<file path="config.mk">
export PLATFORM = sky130hd
export DESIGN_NAME = source_token_lexer_core
export DESIGN_NICKNAME = d
export VERILOG_FILES = /design/src/rtl/stl_pkg.sv /design/src/rtl/stl_scan.sv /design/src/rtl/stl_queue.sv /design/src/rtl/source_token_lexer_core.sv
export SDC_FILE = /design/constraint.sdc
export NUM_CORES = 2
export LEC_CHECK = 0
export BUFFER_PORTS_ARGS = -buffer_cell sky130_fd_sc_hd__buf_4
export CAP_MARGIN = 20
export CELL_PAD_IN_SITES_DETAIL_PLACEMENT = 0
export CELL_PAD_IN_SITES_GLOBAL_PLACEMENT = 1
export CORE_MARGIN = 2
export CORE_UTILIZATION = 52
export CTS_CLUSTER_SIZE = 16
export DETAILED_ROUTE_END_ITERATION = 10
export PLACE_DENSITY = 0.87
export SLEW_MARGIN = 20
export SYNTH_ARGS = -nofsm -noshare
export SYNTH_HDL_FRONTEND = slang
export SYNTH_SLANG_ARGS = --single-unit
</file>
<file path="constraint.sdc">
create_clock -name clk -period 14.1 [get_ports clk]
set_input_delay 4.23 -clock clk [delete_from_list [all_inputs] [get_ports clk]]
set_output_delay 4.23 -clock clk [all_outputs]
set_load 0.01 [all_outputs]
</file>
<file path="src/rtl/stl_pkg.sv">
// Package for the source token lexer: token kinds, lexer modes, word flags,
// and the token record passed from the scanner to the output queue.
// No dependencies.
package stl_pkg;

  localparam int OFFSET_BITS = 32;
  localparam int LINE_BITS   = 24;
  localparam int COLUMN_BITS = 16;

  typedef enum logic [4:0] {
    K_END      = 5'd0,
    K_SEMI     = 5'd1,
    K_NEWLINE  = 5'd2,
    K_SPACE    = 5'd3,
    K_LPAREN   = 5'd4,
    K_RPAREN   = 5'd5,
    K_LBRACE   = 5'd6,
    K_RBRACE   = 5'd7,
    K_LBRACKET = 5'd8,
    K_RBRACKET = 5'd9,
    K_COMMA    = 5'd10,
    K_BSLASH   = 5'd11,
    K_STRING   = 5'd12,
    K_COMMENT  = 5'd13,
    K_SYMBOL   = 5'd14,
    K_MESSAGE  = 5'd15,
    K_OPERATOR = 5'd16,
    K_INTEGER  = 5'd17,
    K_NAME     = 5'd18,
    K_ERROR    = 5'd19
  } kind_t;

  typedef enum logic [2:0] {
    M_IDLE    = 3'd0,
    M_SPACE   = 3'd1,
    M_STRING  = 3'd2,
    M_WORD    = 3'd3,
    M_COMMENT = 3'd4
  } mode_t;

  // Keyword tracker codes
  localparam logic [1:0] KW_NONE = 2'd0;
  localparam logic [1:0] KW_AND  = 2'd1;
  localparam logic [1:0] KW_OR   = 2'd2;
  localparam logic [1:0] KW_NOT  = 2'd3;

  localparam logic [1:0] CFG_CONDENSE = 2'd0;

  // Token record; value is the finished integer payload
  typedef struct packed {
    kind_t                    kind;
    logic [OFFSET_BITS-1:0]   start_offset;
    logic [OFFSET_BITS-1:0]   end_offset;
    logic [LINE_BITS-1:0]     start_line;
    logic [COLUMN_BITS-1:0]   start_column;
    logic signed [63:0]       value;
    logic                     overflow;
    logic                     last;
  } token_t;

  function automatic logic is_blank(input logic [7:0] c);
    return (c == 8'h20) || (c == 8'h09) || (c == 8'h0D);
  endfunction

  function automatic logic is_word_byte(input logic [7:0] c);
    return !((c == 8'h3B) || (c == 8'h0A) || is_blank(c) || (c == 8'h28) ||
             (c == 8'h29) || (c == 8'h7B) || (c == 8'h7D) || (c == 8'h5B) ||
             (c == 8'h5D) || (c == 8'h22) || (c == 8'h2C));
  endfunction

  function automatic logic is_op_byte(input logic [7:0] c);
    logic r;
    case (c)
      8'h60, 8'h7E, 8'h21, 8'h40, 8'h23, 8'h24, 8'h25, 8'h5E,
      8'h26, 8'h2A, 8'h2D, 8'h2B, 8'h3D, 8'h5C, 8'h7C, 8'h22,
      8'h27, 8'h2C, 8'h3C, 8'h2E, 8'h3E, 8'h2F, 8'h3F: r = 1'b1;
      default: r = 1'b0;
    endcase
    return r;
  endfunction

  // Expected keyword character at a position (0 when beyond its length)
  function automatic logic [7:0] kw_char(input logic [1:0] k, input logic [1:0] idx);
    logic [7:0] r;
    r = 8'h00;
    case (k)
      KW_AND:  r = (idx == 2'd1) ? 8'h6E : (idx == 2'd2) ? 8'h64 : 8'h00;
      KW_OR:   r = (idx == 2'd1) ? 8'h72 : 8'h00;
      KW_NOT:  r = (idx == 2'd1) ? 8'h6F : (idx == 2'd2) ? 8'h74 : 8'h00;
      default: r = 8'h00;
    endcase
    return r;
  endfunction

  function automatic logic [1:0] kw_len(input logic [1:0] k);
    logic [1:0] r;
    case (k)
      KW_AND:  r = 2'd3;
      KW_OR:   r = 2'd2;
      KW_NOT:  r = 2'd3;
      default: r = 2'd0;
    endcase
    return r;
  endfunction

endpackage

</file>
<file path="src/rtl/stl_scan.sv">
// Front part of the lexer: consumes one byte per cycle while take is high,
// tracks positions and word flags, and emits up to two token records per byte.
// Depends on stl_pkg.
module stl_scan (
  input  logic            clk,
  input  logic            rst,
  input  logic            take,
  input  logic [7:0]      char_byte,
  input  logic            is_end,
  input  logic            condense,
  output logic            tok0_valid,
  output stl_pkg::token_t tok0,
  output logic            tok1_valid,
  output stl_pkg::token_t tok1
);
  import stl_pkg::*;

  localparam logic [63:0] LIM63 = 64'h8000_0000_0000_0000;

  mode_t                  mode, mode_next;
  logic [OFFSET_BITS-1:0] cur_offset, cur_offset_next;
  logic [LINE_BITS-1:0]   cur_line, cur_line_next;
  logic [COLUMN_BITS-1:0] cur_column, cur_column_next;
  logic [OFFSET_BITS-1:0] ts_offset, ts_offset_next;
  logic [LINE_BITS-1:0]   ts_line, ts_line_next;
  logic [COLUMN_BITS-1:0] ts_column, ts_column_next;
  logic                   f_allhash, f_colon, f_first, f_last, f_allop, f_int, f_neg;
  logic                   n_allhash, n_colon, n_first, n_last, n_allop, n_int, n_neg;
  logic [1:0]             wlen, wlen_next;
  logic [1:0]             kwt, kwt_next;
  logic [63:0]            accum, accum_next;
  logic                   sat, sat_next;
  logic                   after_nl, after_nl_next;

  logic                   e0, e1;
  token_t                 t0, t1;

  // Digit step helpers: accum*10 + d with saturation at 2^63
  logic        is_digit;
  logic [3:0]  dig;
  logic [67:0] prod;
  logic        ovf_step;
  assign is_digit = (char_byte >= 8'h30) && (char_byte <= 8'h39);
  assign dig      = char_byte[3:0];

  // Emit helper state, evaluated in the combinational block
  always_comb begin
    logic        done;
    logic        em;
    kind_t       kd;
    logic [63:0] val;
    logic        ovf;
    logic [63:0] a_base;
    logic        s_base;
    logic [1:0]  idx;
    logic        drop;
    logic        an_mid;

    mode_next       = mode;
    cur_offset_next = cur_offset;
    cur_line_next   = cur_line;
    cur_column_next = cur_column;
    ts_offset_next  = ts_offset;
    ts_line_next    = ts_line;
    ts_column_next  = ts_column;
    {n_allhash, n_colon, n_first, n_last, n_allop, n_int, n_neg} =
      {f_allhash, f_colon, f_first, f_last, f_allop, f_int, f_neg};
    wlen_next     = wlen;
    kwt_next      = kwt;
    accum_next    = accum;
    sat_next      = sat;
    after_nl_next = after_nl;
    e0 = 1'b0;
    e1 = 1'b0;
    t0 = '0;
    t1 = '0;
    done   = 1'b0;
    em     = 1'b0;
    kd     = K_END;
    val    = '0;
    ovf    = 1'b0;
    a_base = '0;
    s_base = 1'b0;
    idx    = 2'd0;
    drop   = 1'b0;
    an_mid = after_nl;
    prod   = '0;
    ovf_step = 1'b0;

    // Pending token that the current byte closes: kind in kd, emitted first
    if (is_end) begin
      case (mode)
        M_SPACE:   begin em = 1'b1; kd = K_SPACE; end
        M_STRING:  begin em = 1'b1; kd = K_ERROR; end
        M_COMMENT: begin em = 1'b1; kd = K_COMMENT; end
        M_WORD:    em = 1'b1;
        default:   em = 1'b0;
      endcase
    end else begin
      case (mode)
        M_SPACE: begin
          if (!is_blank(char_byte)) begin em = 1'b1; kd = K_SPACE; end
        end
        M_STRING: begin
          if (char_byte == 8'h22) begin em = 1'b1; kd = K_STRING; end
        end
        M_WORD: begin
          if (!is_word_byte(char_byte) && !(f_allhash && char_byte != 8'h0A)) em = 1'b1;
        end
        M_COMMENT: begin
          if (char_byte == 8'h0A) begin em = 1'b1; kd = K_COMMENT; end
        end
        default: em = 1'b0;
      endcase
    end

    // Classify a finished word
    if (em && mode == M_WORD) begin
      if (f_allhash) kd = K_COMMENT;
      else if (f_colon) begin
        if (wlen == 2'd1) kd = K_ERROR;
        else if (f_first && !(wlen == 2'd2 && f_first && f_last)) kd = K_SYMBOL;
        else if (f_last) kd = K_MESSAGE;
        else kd = K_ERROR;
      end else if (f_allop) kd = K_OPERATOR;
      else if (kwt != KW_NONE && wlen == kw_len(kwt)) kd = K_OPERATOR;
      else if (f_int) begin
        kd  = K_INTEGER;
        ovf = sat;
        if (f_neg) val = 64'd0 - accum;
        else if (accum > LIM63 - 64'd1) begin
          val = LIM63 - 64'd1;
          ovf = 1'b1;
        end else val = accum;
      end else kd = K_NAME;
    end

    // First-slot token; the end offset is the current offset, or one past it
    // for a closing quote that is consumed with the token
    if (em) begin
      if (kd == K_SPACE || kd == K_COMMENT) drop = condense;
      else if (kd == K_NEWLINE) drop = condense && after_nl;
      if (!drop) begin
        e0 = 1'b1;
        t0.kind         = kd;
        t0.start_offset = ts_offset;
        t0.end_offset   = (mode == M_STRING && !is_end) ? cur_offset + 1'b1 : cur_offset;
        t0.start_line   = ts_line;
        t0.start_column = ts_column;
        t0.value        = val;
        t0.overflow     = ovf;
      end
      // Whitespace and comments keep the newline history, other tokens clear it
      an_mid        = (kd == K_SPACE || kd == K_COMMENT) ? after_nl : 1'b0;
      after_nl_next = an_mid;
    end

    if (is_end) begin
      // END token, then return to the start state
      e1 = 1'b1;
      t1.kind         = K_END;
      t1.start_offset = cur_offset;
      t1.end_offset   = cur_offset;
      t1.start_line   = cur_line;
      t1.start_column = cur_column;
      mode_next       = M_IDLE;
      cur_offset_next = '0;
      cur_line_next   = '0;
      cur_column_next = '0;
      ts_offset_next  = '0;
      ts_line_next    = '0;
      ts_column_next  = '0;
      {n_allhash, n_colon, n_first, n_last, n_allop, n_int, n_neg} = '0;
      wlen_next     = '0;
      kwt_next      = '0;
      accum_next    = '0;
      sat_next      = 1'b0;
      after_nl_next = 1'b0;
    end else begin
      // Advance position for every byte
      if (char_byte == 8'h0A) begin
        if (cur_line != '1) cur_line_next = cur_line + 1'b1;
        cur_column_next = '0;
      end else if (cur_column != '1) begin
        cur_column_next = cur_column + 1'b1;
      end
      cur_offset_next = cur_offset + 1'b1;

      case (mode)
        M_SPACE:   begin done = !em; if (em) mode_next = M_IDLE; end
        M_STRING:  begin done = 1'b1; if (em) mode_next = M_IDLE; end
        M_COMMENT: begin done = !em; if (em) mode_next = M_IDLE; end
        M_WORD: begin
          if (is_word_byte(char_byte)) done = 1'b1;
          else if (f_allhash) begin
            mode_next = em ? M_IDLE : M_COMMENT;
            done = !em;
          end else mode_next = M_IDLE;
        end
        default: done = 1'b0;
      endcase

      // Word byte: added to the running word
      if ((mode == M_WORD && is_word_byte(char_byte)) ||
          (!done && is_word_byte(char_byte) && char_byte != 8'h5C)) begin
        if (mode == M_WORD && is_word_byte(char_byte)) idx = wlen;
        else idx = 2'd0;
        if (idx == 2'd0) begin
          {n_allhash, n_allop, n_int} = 3'b111;
          {n_colon, n_first, n_last, n_neg} = '0;
          a_base = '0;
          s_base = 1'b0;
          kwt_next = (char_byte == 8'h61) ? KW_AND : (char_byte == 8'h6F) ? KW_OR :
                     (char_byte == 8'h6E) ? KW_NOT : KW_NONE;
          if (char_byte == 8'h3A) n_first = 1'b1;
          if (char_byte == 8'h2D) n_neg = 1'b1;
        end else begin
          a_base = accum;
          s_base = sat;
          if (kwt == KW_NONE || idx >= kw_len(kwt) || kw_char(kwt, idx) != char_byte)
            kwt_next = KW_NONE;
        end
        if (char_byte != 8'h23) n_allhash = 1'b0;
        if (char_byte == 8'h3A) begin n_colon = 1'b1; n_last = 1'b1; end
        else n_last = 1'b0;
        if (!is_op_byte(char_byte)) n_allop = 1'b0;
        if (!(is_digit || (idx == 2'd0 && (char_byte == 8'h2B || char_byte == 8'h2D))))
          n_int = 1'b0;
        accum_next = a_base;
        sat_next   = s_base;
        if (is_digit && n_int) begin
          // times ten as two shifted copies
          prod = ({4'd0, a_base} << 3) + ({4'd0, a_base} << 1) + {64'd0, dig};
          ovf_step = s_base || (prod > {4'd0, LIM63});
          if (ovf_step) begin
            accum_next = LIM63;
            sat_next   = 1'b1;
          end else accum_next = prod[63:0];
        end
        wlen_next = (idx == 2'd3) ? 2'd3 : idx + 2'd1;
      end

      // Byte that starts a new token
      if (!done) begin
        ts_offset_next = cur_offset;
        ts_line_next   = cur_line;
        ts_column_next = cur_column;
        kd = K_END;
        case (char_byte)
          8'h3B: kd = K_SEMI;
          8'h0A: kd = K_NEWLINE;
          8'h28: kd = K_LPAREN;
          8'h29: kd = K_RPAREN;
          8'h7B: kd = K_LBRACE;
          8'h7D: kd = K_RBRACE;
          8'h5B: kd = K_LBRACKET;
          8'h5D: kd = K_RBRACKET;
          8'h2C: kd = K_COMMA;
          8'h5C: kd = K_BSLASH;
          8'h20, 8'h09, 8'h0D: mode_next = M_SPACE;
          8'h22: mode_next = M_STRING;
          default: mode_next = M_WORD;
        endcase
        if (kd == K_BSLASH) begin
          // backslash is a word byte but starts its own token
          {n_allhash, n_colon, n_first, n_last, n_allop, n_int, n_neg} =
            {f_allhash, f_colon, f_first, f_last, f_allop, f_int, f_neg};
          wlen_next  = wlen;
          kwt_next   = kwt;
          accum_next = accum;
          sat_next   = sat;
        end
        if (kd != K_END) begin
          drop = (kd == K_NEWLINE) && condense && an_mid;
          if (kd == K_NEWLINE) after_nl_next = 1'b1;
          else after_nl_next = 1'b0;
          if (!drop) begin
            e1 = 1'b1;
            t1.kind         = kd;
            t1.start_offset = cur_offset;
            t1.end_offset   = cur_offset + 1'b1;
            t1.start_line   = cur_line;
            t1.start_column = cur_column;
          end
        end
      end
    end

    // Mark the final token of this byte
    if (e1) t1.last = 1'b1;
    else t0.last = 1'b1;
  end

  always_ff @(posedge clk) begin
    if (rst) begin
      mode       <= M_IDLE;
      cur_offset <= '0;
      cur_line   <= '0;
      cur_column <= '0;
      ts_offset  <= '0;
      ts_line    <= '0;
      ts_column  <= '0;
      {f_allhash, f_colon, f_first, f_last, f_allop, f_int, f_neg} <= '0;
      wlen       <= '0;
      kwt        <= '0;
      accum      <= '0;
      sat        <= 1'b0;
      after_nl   <= 1'b0;
    end else if (take) begin
      mode       <= mode_next;
      cur_offset <= cur_offset_next;
      cur_line   <= cur_line_next;
      cur_column <= cur_column_next;
      ts_offset  <= ts_offset_next;
      ts_line    <= ts_line_next;
      ts_column  <= ts_column_next;
      {f_allhash, f_colon, f_first, f_last, f_allop, f_int, f_neg} <=
        {n_allhash, n_colon, n_first, n_last, n_allop, n_int, n_neg};
      wlen       <= wlen_next;
      kwt        <= kwt_next;
      accum      <= accum_next;
      sat        <= sat_next;
      after_nl   <= after_nl_next;
    end
  end

  assign tok0_valid = take && e0;
  assign tok0       = t0;
  assign tok1_valid = take && e1;
  assign tok1       = t1;

endmodule

</file>
<file path="src/rtl/stl_queue.sv">
// Token queue between the scanner and the output port: takes up to two tokens
// per cycle, delivers one while rd_take is high. Depends on stl_pkg.
module stl_queue (
  input  logic            clk,
  input  logic            rst,
  input  logic            wr0,
  input  stl_pkg::token_t wd0,
  input  logic            wr1,
  input  stl_pkg::token_t wd1,
  output logic            room,
  output logic            rd_valid,
  output stl_pkg::token_t rd_data,
  input  logic            rd_take
);
  import stl_pkg::*;

  localparam int DEPTH = 4;

  token_t     slots [DEPTH];
  logic [1:0] wptr, rptr;
  logic [2:0] count, count_next;
  logic [1:0] wcnt;

  assign wcnt       = {1'b0, wr0} + {1'b0, wr1};
  assign count_next = count + {1'b0, wcnt} - {2'd0, rd_take};
  // Two free entries guarantee space for any byte's tokens
  assign room       = (count <= 3'd2);
  assign rd_valid   = (count != 3'd0);
  assign rd_data    = slots[rptr];

  // Write the first present token, then the second
  always_ff @(posedge clk) begin
    if (wr0) slots[wptr] <= wd0;
    if (wr1) slots[wr0 ? wptr + 2'd1 : wptr] <= wd1;
  end

  always_ff @(posedge clk) begin
    if (rst) begin
      wptr  <= '0;
      rptr  <= '0;
      count <= '0;
    end else begin
      wptr  <= wptr + wcnt;
      rptr  <= rptr + {1'b0, rd_take};
      count <= count_next;
    end
  end

  // Never overrun or underrun
  assert property (@(posedge clk) disable iff (rst) rd_take |-> count != 3'd0)
    else $error("queue underrun");
  assert property (@(posedge clk) disable iff (rst) count <= 3'(DEPTH))
    else $error("queue overrun");
  assert property (@(posedge clk) disable iff (rst) (wr0 || wr1) |-> room)
    else $error("write without room");

endmodule

</file>
<file path="src/rtl/source_token_lexer_core.sv">
// Top level of the source token lexer: config register, byte scanner and
// output token queue. Depends on stl_pkg, stl_scan, stl_queue.
//
//  channel   direction  handshake        payload
//  input     in         valid / stall    char_byte, is_end
//  output    out        out_valid/_stall token fields, last_of_run
//  config    in         APB write/read   condense_enable at 0x0
//
// One byte is accepted per cycle while the queue has room; its tokens leave
// the queue in the next cycle at the earliest, one per cycle while out_stall
// is low. The four-entry token queue sets the rate: a byte is taken while two
// entries are free, so bytes that keep yielding two tokens, or a stalled
// output, fill the queue and stall the input until it drains to two entries.
// Reset is synchronous; it clears the lexer state and sets condense to 1.
module source_token_lexer_core (
  input  logic        clk,
  input  logic        rst,
  input  logic        valid,
  output logic        stall,
  input  logic [7:0]  char_byte,
  input  logic        is_end,
  output logic        out_valid,
  input  logic        out_stall,
  output logic [4:0]  token_kind,
  output logic [31:0] start_offset,
  output logic [31:0] end_offset,
  output logic [23:0] start_line,
  output logic [15:0] start_column,
  output logic signed [63:0] int_value,
  output logic        int_overflow,
  output logic        last_of_run,
  input  logic        psel,
  input  logic        penable,
  input  logic        pwrite,
  input  logic        paddr,
  input  logic [31:0] pwdata,
  output logic [31:0] prdata,
  output logic        pready
);
  import stl_pkg::*;

  logic   condense;
  logic   take, room;
  logic   w0, w1;
  token_t t0, t1, rd;

  // Configuration register
  assign pready = 1'b1;
  always_ff @(posedge clk) begin
    if (rst) condense <= 1'b1;
    else if (psel && penable && pwrite && paddr == CFG_CONDENSE[0])
      condense <= pwdata[0];
  end
  assign prdata = (paddr == CFG_CONDENSE[0]) ? {31'd0, condense} : 32'd0;

  assign stall = !room;
  assign take  = valid && room;

  stl_scan u_scan (
    .clk, .rst, .take, .char_byte, .is_end, .condense,
    .tok0_valid(w0), .tok0(t0), .tok1_valid(w1), .tok1(t1)
  );

  stl_queue u_queue (
    .clk, .rst, .wr0(w0), .wd0(t0), .wr1(w1), .wd1(t1),
    .room, .rd_valid(out_valid), .rd_data(rd), .rd_take(out_valid && !out_stall)
  );

  assign token_kind   = rd.kind;
  assign start_offset = rd.start_offset;
  assign end_offset   = rd.end_offset;
  assign start_line   = rd.start_line;
  assign start_column = rd.start_column;
  assign int_value    = rd.value;
  assign int_overflow = rd.overflow;
  assign last_of_run  = rd.last;

  // Every accepted END produces an output token
  assert property (@(posedge clk) disable iff (rst) (take && is_end) |=> out_valid)
    else $error("END token missing");
  assert property (@(posedge clk) disable iff (rst) take |-> !stall)
    else $error("accept while stalled");
  assert property (@(posedge clk) disable iff (rst)
    (out_valid && out_stall) |=> out_valid)
    else $error("output dropped under stall");

endmodule
</file>
==> results.sh <==
export IMPL_worst_setup_hold_path_clk_slew_ns=0.06
export IMPL_synth_fa_ha_area_frac=0.0367
export IMPL_postRouteAntennaNets=0
export IMPL_crit_path_end_kind="register"
export IMPL_topRoutingLayerUsed="met5"
export IMPL_vias=43500
export IMPL_rrSetupSlack_ns=6.44
export IMPL_ys_flop_type="dfxtp_1"
export IMPL_count_of_placed_standard_cells_including_taps=6604
export IMPL_die_x_microns=319
export IMPL_finalSetupViolations=0
export IMPL_timing_critical_path_from="char_byte[4]"
export IMPL_fp_row_count=115
export IMPL_reg2reg_depth=21
export IMPL_netlist_area_sq_mm=0.0516
export IMPL_async_flop_share=0
export IMPL_synth_yosys_seq_area_share=0.447
export IMPL_total_die_area_sq_mm=0.102
export IMPL_hold_viol_final=0
export IMPL_cp_cell_sequence="buf_4 > or4b_1 > o21ai_0 > o211ai_1 > and3_1 > nand3_1 > ha_2 > nor2_1 > xor2_1 > ha_1 > a21o_1 > ha_1 > nor2b_1 > o31a_1 > o21ai_1 > a21oi_1 > or2_2 > o311ai_0 > o21ai_0 > nor4_1 > nand4_1 > o31a_1 > or4_4 > o21ai_0"
export IMPL_dieHeight_microns=319
export IMPL_setup_worst_path_start_class="primary input"
export IMPL_cts_resized_gates=0
export IMPL_gr_total_overflow=0
export IMPL_relSlewSlack=0.201
export IMPL_stdcell_count=6793
export IMPL_cts_tree="done"
export IMPL_crit_path_max_fanout=42
export IMPL_power_leakage_nw=19.2
export IMPL_coreArea_sq_mm=0.0983
export IMPL_synth_simple_gate_area_frac=0.182
export IMPL_post_dp_hpwl_microns=99300
export IMPL_outcome="completed"
export IMPL_crit_end="u_scan.accum[11]"
export IMPL_clock_tree_root_cell="clkbuf_16"
export IMPL_grt_start_max_net_pins=103
export IMPL_worst_ep_arrival_time_ns=12.33
export IMPL_cts_hold_buffers_added=0
export IMPL_timing_max_cap_violations=0
export IMPL_ios=259
export IMPL_crit_path_max_incr_delay_ns=0.95
export IMPL_yosys_top_cells_area="edfxtp_1 25%, dfxtp_1 19%, mux4_2 7.6%, nand2_1 5.7%, o21ai_0 4.3%"
export IMPL_drc_errors=0
export IMPL_synthesis_instances=5552
export IMPL_layout_filler_cells=8578
export IMPL_multi_input_area_sq_mm=0.0262
export IMPL_critical_path_slowest_cell="o311ai_0"
export IMPL_synth_most_common_cell="nand2_1"
export IMPL_netlist_cell_type_count=111
export IMPL_synth_top_cell_area_share=0.254
export IMPL_clock_tree_htree_level_count=3
export IMPL_vdd_ir_drop_max_v=0.0000963
export IMPL_drt_first_pass_iters=6
export IMPL_route_layer_met1_wl_microns=65000
export IMPL_setup_tns_ns=0
export IMPL_tightestPinTransition_ns=1.20
export IMPL_grt_antenna_before_repair=3
export IMPL_fin_worst_skew_ns=0.0306
export IMPL_finalWorstPathRequiredPeriod_ns=11.71
export IMPL_grt_first_pass_wirelength_microns=245000
export IMPL_synthesis_stage_register_bit_count=932
export IMPL_max_freq_mhz=85.4
export IMPL_post_synth_top_area_cell="edfxtp_1"
export IMPL_cts_sink_count=932
export IMPL_synth_compound_gate_area_share=0.182
export IMPL_ys_top_cells_by_count="781 x nand2_1, 496 x dfxtp_1, 483 x nor2_1"
export IMPL_syn_to_final_growth_pct=9.36
export IMPL_cts_inserted_buffers=101
export IMPL_cpMostUsedCell="o21ai_0"
export IMPL_initialDrtViolationCount=4559
export IMPL_area_sequential_sq_mm=0.0230
export IMPL_yosysWarningCount=0
export IMPL_wl_met3_microns=12800
export IMPL_synth_top_family_by_area="compound AO/OA/AOI/OAI gates"
export IMPL_gp_routability_congestion=0.979
export IMPL_critical_path_reg2reg_endpoint="u_scan.accum[11]"
export IMPL_worst_setup_path_class="in2reg"
export IMPL_post_drt_via_cell_ratio=6.41
export IMPL_post_cts_repair_setup_buffers=0
export IMPL_clk_latency_ns=0.71
export IMPL_dr_wl_met2_microns=76400
export IMPL_timing_rr_start="u_scan.mode[2]"
export IMPL_hp_start="u_queue.slots[2][21]"
export IMPL_clockBufferDepth=3
export IMPL_grt_setup_unrepaired="false"
export IMPL_final_period_utilization=0.831
export IMPL_critical_path_required_ns=14.72
export IMPL_initial_utilization=0.525
export IMPL_grt_pass1_vias=41900
export IMPL_drt_total_wl_microns=159000
export IMPL_power_per_cell_area_mw_per_mm2=126
export IMPL_grt_usage=0.305
export IMPL_routed_wire_length_per_instance_microns=23.4
export IMPL_finalNetCount=5619
export IMPL_post_route_cells_drive_above_1_share=0.128
export IMPL_synth_enable_flop_cells=436
export IMPL_synthMuxAreaShare=0.0802
export IMPL_hold_path_class="reg2reg"
export IMPL_p_total_mw=7.10
export IMPL_synth_xor_area_share=0.0202
export IMPL_report_final_slew_viol_count=0
export IMPL_synthesis_area_per_instance_sq_um=9.29
export IMPL_buffer_ports_inserted=195
==> per-stage QoR <==
| stage | hold WS, ns | util | cell area [sq um] | setup slack, ns |
|---|---|---|---|---|
| global route | 0.469 | 0.574 | 56400 | 1.84 |
| global placement | 0.438 | 0.538 | 52900 | 1.78 |
| floorplan | 0.431 | - | 51700 | 3.42 |
| detailed placement | 0.443 | 0.538 | 52900 | 1.77 |
| finish | 0.452 | 0.574 | 56400 | 2.39 |
| CTS | 0.452 | 0.574 | 56400 | 2.48 |
==> layer usage <==
metal,GRT usage,up-vias
li1,-,20100
met1,0.400,21200
met2,0.512,1985
met3,0.0476,316
met4,0.111,2
met5,0,-
==> layout by cell type, fill, tap and decap left out, drive strengths merged, types with 132 or more instances in the layout <==
master  synthesis  layout
buf           223     248
a21oi         426     426
o31ai         132     132
mux4          175     175
edfxtp        436     436
nand2         782     782
nand3         392     392
dfxtp         496     496
ha            148     148
clkbuf        287     133
nor2          483     483
o21ai         492     492
==> flip-flops by register name, summed over array words and instances, names as in the netlist, 2 cells and up <==
| signal | flops |
|---|---|
| u_queue.wptr | 2 |
| u_scan.ts_offset | 32 |
| u_queue.rptr | 2 |
| u_queue.slots | 700 |
| u_scan.ts_column | 16 |
| u_scan.cur_line | 24 |
| u_scan.accum | 64 |
| u_scan.kwt | 2 |
| u_scan.mode | 3 |
| u_scan.cur_column | 16 |
| u_scan.ts_line | 24 |
| u_scan.cur_offset | 32 |
| u_scan.wlen | 2 |
| u_queue.count | 3 |
==> where the power goes <==
group / leakage (nW) / switching [mW] / total [mW] / internal, mW
logic: 9.42 / 0.804 / 1.33 / 0.521
registers: 8.05 / 0.0763 / 3.02 / 2.94
clock network: 1.71 / 1.14 / 2.76 / 1.62
total: 19.2 / 2.02 / 7.10 / 5.08
==> worst min-delay path by stage <==
stage / depth (start not counted) / slack (ns) / to
after detailed placement: 2 / 0.44 / u_queue.slots[1][65]
after global placement: 2 / 0.44 / u_queue.slots[3][59]
after CTS: 2 / 0.45 / u_queue.slots[3][8]
after global routing: 2 / 0.47 / u_queue.slots[1][11]
after floorplan: 2 / 0.43 / u_queue.slots[1][56]
final: 2 / 0.45 / u_queue.slots[2][21]
==> critical path: cells and delay by family <==
kind | cells | cell delay [ns]
AO/OA/AOI/OAI | 10 | 3.35
XOR/XNOR | 1 | 0.20
adder cells (fa/ha/maj) | 3 | 1.22
buffers and inverters | 1 | 0.16
AND/OR/NAND/NOR | 9 | 3.16
==> kinds of logic (layout without fill, tap and decap cells) <==
group | Yosys count | after routing
AO/OA/AOI/OAI | 1514 | 1514
XOR/XNOR | 119 | 119
adder cells (fa/ha/maj) | 150 | 150
buffers and inverters | 573 | 495
flip-flops | 932 | 932
multiplexers | 193 | 193
other | 2 | 34
AND/OR/NAND/NOR | 2069 | 2069
==> area by class of cell <==
| cell class | instances | area share |
|---|---|---|
| antenna | 2 | 0.0000888 |
| sequential | 932 | 0.408 |
| clock buffer | 133 | 0.0516 |
| multi-input combinational | 4077 | 0.464 |
| inverter | 60 | 0.00399 |
| timing repair buffer | 248 | 0.0335 |
| clock inverter | 54 | 0.00985 |
| tap | 1287 | 0.0286 |
(Power assumes the default switching activity.)
